**config.mk**
```make
export PLATFORM = sky130hd
export DESIGN_NAME = srsw_expiry_unit
export DESIGN_NICKNAME = d
export VERILOG_FILES = /design/src/design/srsw_pkg.sv /design/src/design/srsw_expiry_unit.sv
export SDC_FILE = /design/constraint.sdc
export NUM_CORES = 2
export LEC_CHECK = 0
export CORE_MARGIN = 4
export CORE_UTILIZATION = 55
export CTS_CLUSTER_DIAMETER = 80
export DETAILED_ROUTE_END_ITERATION = 8
export DONT_BUFFER_PORTS = 1
export PLACE_DENSITY = 0.7
export SYNTH_ARGS = -nofsm -noshare
export SYNTH_HDL_FRONTEND = slang
export SYNTH_SLANG_ARGS = --single-unit
```
**constraint.sdc**
```tcl
create_clock -name clk -period 13.7 [get_ports clk]
set_clock_uncertainty 0.15 [all_clocks]
set_input_delay 4.11 -clock clk [delete_from_list [all_inputs] [get_ports clk]]
set_output_delay 4.11 -clock clk [all_outputs]
set_load 0.01 [all_outputs]
```
**src/design/srsw_pkg.sv**
```systemverilog
// ----------------------------------------------------------------------------
// srsw_pkg
// Types and constants shared by the selective-repeat sender window block.
// ----------------------------------------------------------------------------
`default_nettype none

package srsw_pkg;

  // operation codes of an input beat
  localparam logic [1:0] OP_TICK   = 2'd0;
  localparam logic [1:0] OP_OFFER  = 2'd1;
  localparam logic [1:0] OP_ACK    = 2'd2;
  localparam logic [1:0] OP_UNUSED = 2'd3;

  // result kinds
  localparam logic [2:0] KIND_SENT     = 3'd0;
  localparam logic [2:0] KIND_RETX     = 3'd1;
  localparam logic [2:0] KIND_ACKED    = 3'd2;
  localparam logic [2:0] KIND_IGNORED  = 3'd3;
  localparam logic [2:0] KIND_FULL     = 3'd4;
  localparam logic [2:0] KIND_REFUSED  = 3'd5;

  // configuration register indexes
  localparam logic [2:0] CFG_SEQ_BITS  = 3'd0;
  localparam logic [2:0] CFG_WINDOW    = 3'd1;
  localparam logic [2:0] CFG_ACK_TGT   = 3'd2;
  localparam logic [2:0] CFG_INIT_TO   = 3'd3;
  localparam logic [2:0] CFG_TO_MULT   = 3'd4;
  localparam logic [2:0] CFG_RETRY_LIM = 3'd5;
  localparam logic [2:0] CFG_WARMUP    = 3'd6;

  localparam int CFG_DATA_W  = 32;
  localparam int RTT_TOTAL_W = 52;
  localparam int MULT_W      = 8;
  localparam int MULT_RTT_W  = MULT_W + RTT_TOTAL_W;
  localparam int RETRY_W     = 4;
  localparam logic [RETRY_W-1:0] RETRY_MAX = 4'd15;

  typedef struct packed {
    logic [1:0] op;
    logic [5:0] ack_sequence;
  } srsw_item_t;

  typedef struct packed {
    logic [2:0]  result_kind;
    logic [5:0]  out_sequence;
    logic [31:0] rtt_sample;
    logic        halted;
    logic        last;
  } srsw_result_t;

endpackage

`default_nettype wire

```
**src/design/srsw_expiry_unit.sv**
```systemverilog
// ----------------------------------------------------------------------------
// srsw_expiry_unit
// Shared timeout test: registered elapsed x acks product, then compare.
// ----------------------------------------------------------------------------
`default_nettype none

module srsw_expiry_unit
  import srsw_pkg::*;
#(
  parameter int TIME_BITS      = 32,
  parameter int ACK_COUNT_BITS = 20
) (
  input  wire logic                      clk,
  input  wire logic [TIME_BITS-1:0]      elapsed,
  input  wire logic [ACK_COUNT_BITS-1:0] acked,
  input  wire logic                      warm,
  input  wire logic [31:0]               init_timeout,
  input  wire logic [MULT_RTT_W-1:0]     mult_rtt,
  output logic                           expired
);

  localparam int PW   = TIME_BITS + ACK_COUNT_BITS;
  localparam int CMPW = (PW > MULT_RTT_W) ? PW : MULT_RTT_W;
  localparam int TW   = (TIME_BITS > 32) ? TIME_BITS : 32;

  logic [PW-1:0]        prod;
  logic [TIME_BITS-1:0] elapsed_q;
  logic                 warm_q;

  always_ff @(posedge clk) begin
    prod      <= PW'(elapsed) * PW'(acked);
    elapsed_q <= elapsed;
    warm_q    <= warm;
  end

  assign expired = warm_q ? (CMPW'(prod) >= CMPW'(mult_rtt))
                          : (TW'(elapsed_q) >= TW'(init_timeout));

endmodule

`default_nettype wire

```
==> out/qor.yml <==
cts_hold_buf: 0
period_share: 0.813
maxCapViolations: 0
vias: 18000
crit_chain: "inv_1, ha_1, nand4_1, nor4_1, o311a_1, o41ai_1, a21oi_1, nand3b_1, nand4_1, a21oi_1"
yosys.area_share.simple: 0.166
place_hpwl_um: 49800
cts_buffer_depth: 2
setup_violations: 0
wl_per_cell_um: 19.8
initial_core_util: 0.555
die_height_um: 219
io_buffers: 0
grt_pass1_vias: 19900
antenna_found_initial: 0
ctsResizeCount: 0
finalHoldViolCount: 0
first_iter_violations: 1135
outcome: "finished clean"
synth-async-reset-ratio: 0
place_congestion: 0.941
hold_class: "in2reg"
synthesis.area_um2: 24500
syn_avg_cell_area_um2: 8.85
slew_headroom: 0.427
hold_slack_ns: 3.59
die_x_um: 219
grt_use_total: 0.279
core_um2: 44100
cts.sinks: 85
layout_commonest_cell: "inv_1"
synth.net_count: 3696
ys_dominant_reg_cell: "dfxtp_1"
syn_inst: 2768
drive_gt1_frac: 0.0106
cts_made_buffers: 9
synth_top_family_by_area: "adder cells"
rsz0062_at_grt: "no"
crit_family: "simple AND/OR/NAND/NOR gates"
muxShareOfSynthArea: 0.000409
overflow: 0
hp-start: "elapsed[11]"
row_count: 77
tns_ns: 0
grt_pass1_wl_um: 104000
num_io_pins: 147
cp-end-kind: "output port"
cp.required_ns: 9.44
grt_max_degree: 33
via_per_inst: 5.56
synth-xor-area-share: 0.0172
crit_type: "in2out"
antenna_left: 0
finalNetCount: 3560
path_max_fanout: 4
die_area_um2: 48000
post_cts_buffers: 0
fmax_mhz: 89.8
drc_errors: 0
cts_tree: "built"
first_pass_iters: 5
cp-startpoint: "mult_rtt[25]"
min_period_ns: 11.13
synth_warnings: 0
cts.clk_slew.worst_paths_ns: 0.08
wl_um: 64000
synth_edf_count: 0
synthDistinctLibCells: 53
worstPathArrival_ns: 6.87
start_kind: "input pin"
slew_viol_final: 0
synth_compound_area_frac: 0.0612
cts_root_buf: "clkbuf_16"
synthToLayoutAreaGrowth_pct: 2.23
ys_seq_elements: 85
most-common-layout-cells: "646 x inv_1, 536 x fa_1, 386 x nand2_1, 304 x and2_1, 246 x ha_1"
cp_slowest_stage_delay_ns: 0.80
tightest_slew_ns: 0.852
cp_num_buf_inv: 1
htree_num_levels: 3
finish.utilization: 0.567
yosysSeqAreaShare: 0.0695
synthAdderAreaFrac: 0.564
num_antenna_cells: 0
cpMaxStageDelayCell: "nor4_1"
state kept, by name, summed over array words and instances (netlist names):
register	flops
prod	52
elapsed_q	32
warm_q	1
layout make-up:
class                   instances  area [um2]
well taps                     592         741
multi-input cells            1890       19800
fillers                      3999       19100
inverters                     646        2420
flip-flops and latches         85        1700
clock buffers                  11         253
clock inverters                 5         106
per-layer routing:
metal	track usage	vias up	wire length [um]
met5	0	-	0
met4	0.120	0	3130
met3	0.0583	162	4450
met2	0.485	646	32300
met1	0.337	9215	24100
li1	-	7933	-
logic make-up (layout without fill, tap and decap cells):
logic type,after synthesis,count (layout)
flip-flops,85,85
AND/OR/NAND/NOR,821,821
buffers and inverters,793,662
AO/OA/AOI/OAI,238,238
adder cells (fa/ha/maj),782,782
XOR/XNOR,48,48
multiplexers,1,1
cell usage after synthesis, drive strengths merged (2+ instances only):
| cell type | n | area (um2) |
|---|---|---|
| a21boi | 3 | 22.5 |
| nand2 | 386 | 1450 |
| nand4 | 32 | 200 |
| fa | 536 | 10700 |
| o21ba | 2 | 20.0 |
| nor2b | 10 | 62.6 |
| and4 | 6 | 52.6 |
| o211ai | 5 | 37.5 |
| xnor2 | 31 | 272 |
| o21bai | 11 | 82.6 |
| xor2 | 17 | 149 |
| o2111ai | 2 | 17.5 |
| inv | 646 | 2420 |
| nor2 | 36 | 135 |
| and2 | 304 | 1900 |
| nor4 | 5 | 31.3 |
| clkbuf | 146 | 548 |
| a21oi | 95 | 475 |
| ha | 246 | 3080 |
| a41oi | 2 | 17.5 |
| a21o | 38 | 285 |
| nand3 | 16 | 80.1 |
| nor3 | 8 | 40.0 |
| and3 | 8 | 50.1 |
| dfxtp | 85 | 1700 |
| nand2b | 6 | 37.5 |
| o21ai | 47 | 239 |
| or4 | 2 | 15.0 |
| a211oi | 6 | 45.0 |
| a311oi | 3 | 50.1 |
| a31o | 3 | 26.3 |
| o21a | 3 | 22.5 |
| a31oi | 6 | 37.5 |
path summary, 6_finish.rpt:
path	end	slack (ns)	cells after the start
worst max-delay path	expired	2.57	10
worst min-delay path	elapsed_q[11]	3.59	0
metrics by stage:
stage | instances | worst slack [ns] | instance area [um2]
2_1_floorplan | 2768 | 3.29 | 24500
3_3_place_gp | 3213 | 2.54 | 24700
3_5_place_dp | 3213 | 2.52 | 24700
4_1_cts | 3229 | 2.51 | 25000
5_1_grt | 3229 | 2.34 | 25000
6_report | 3229 | 2.57 | 25000
Power is left out: the tool's default activity adds up to more than one toggle a clock period on the data nets, which glitch-free logic cannot reach.
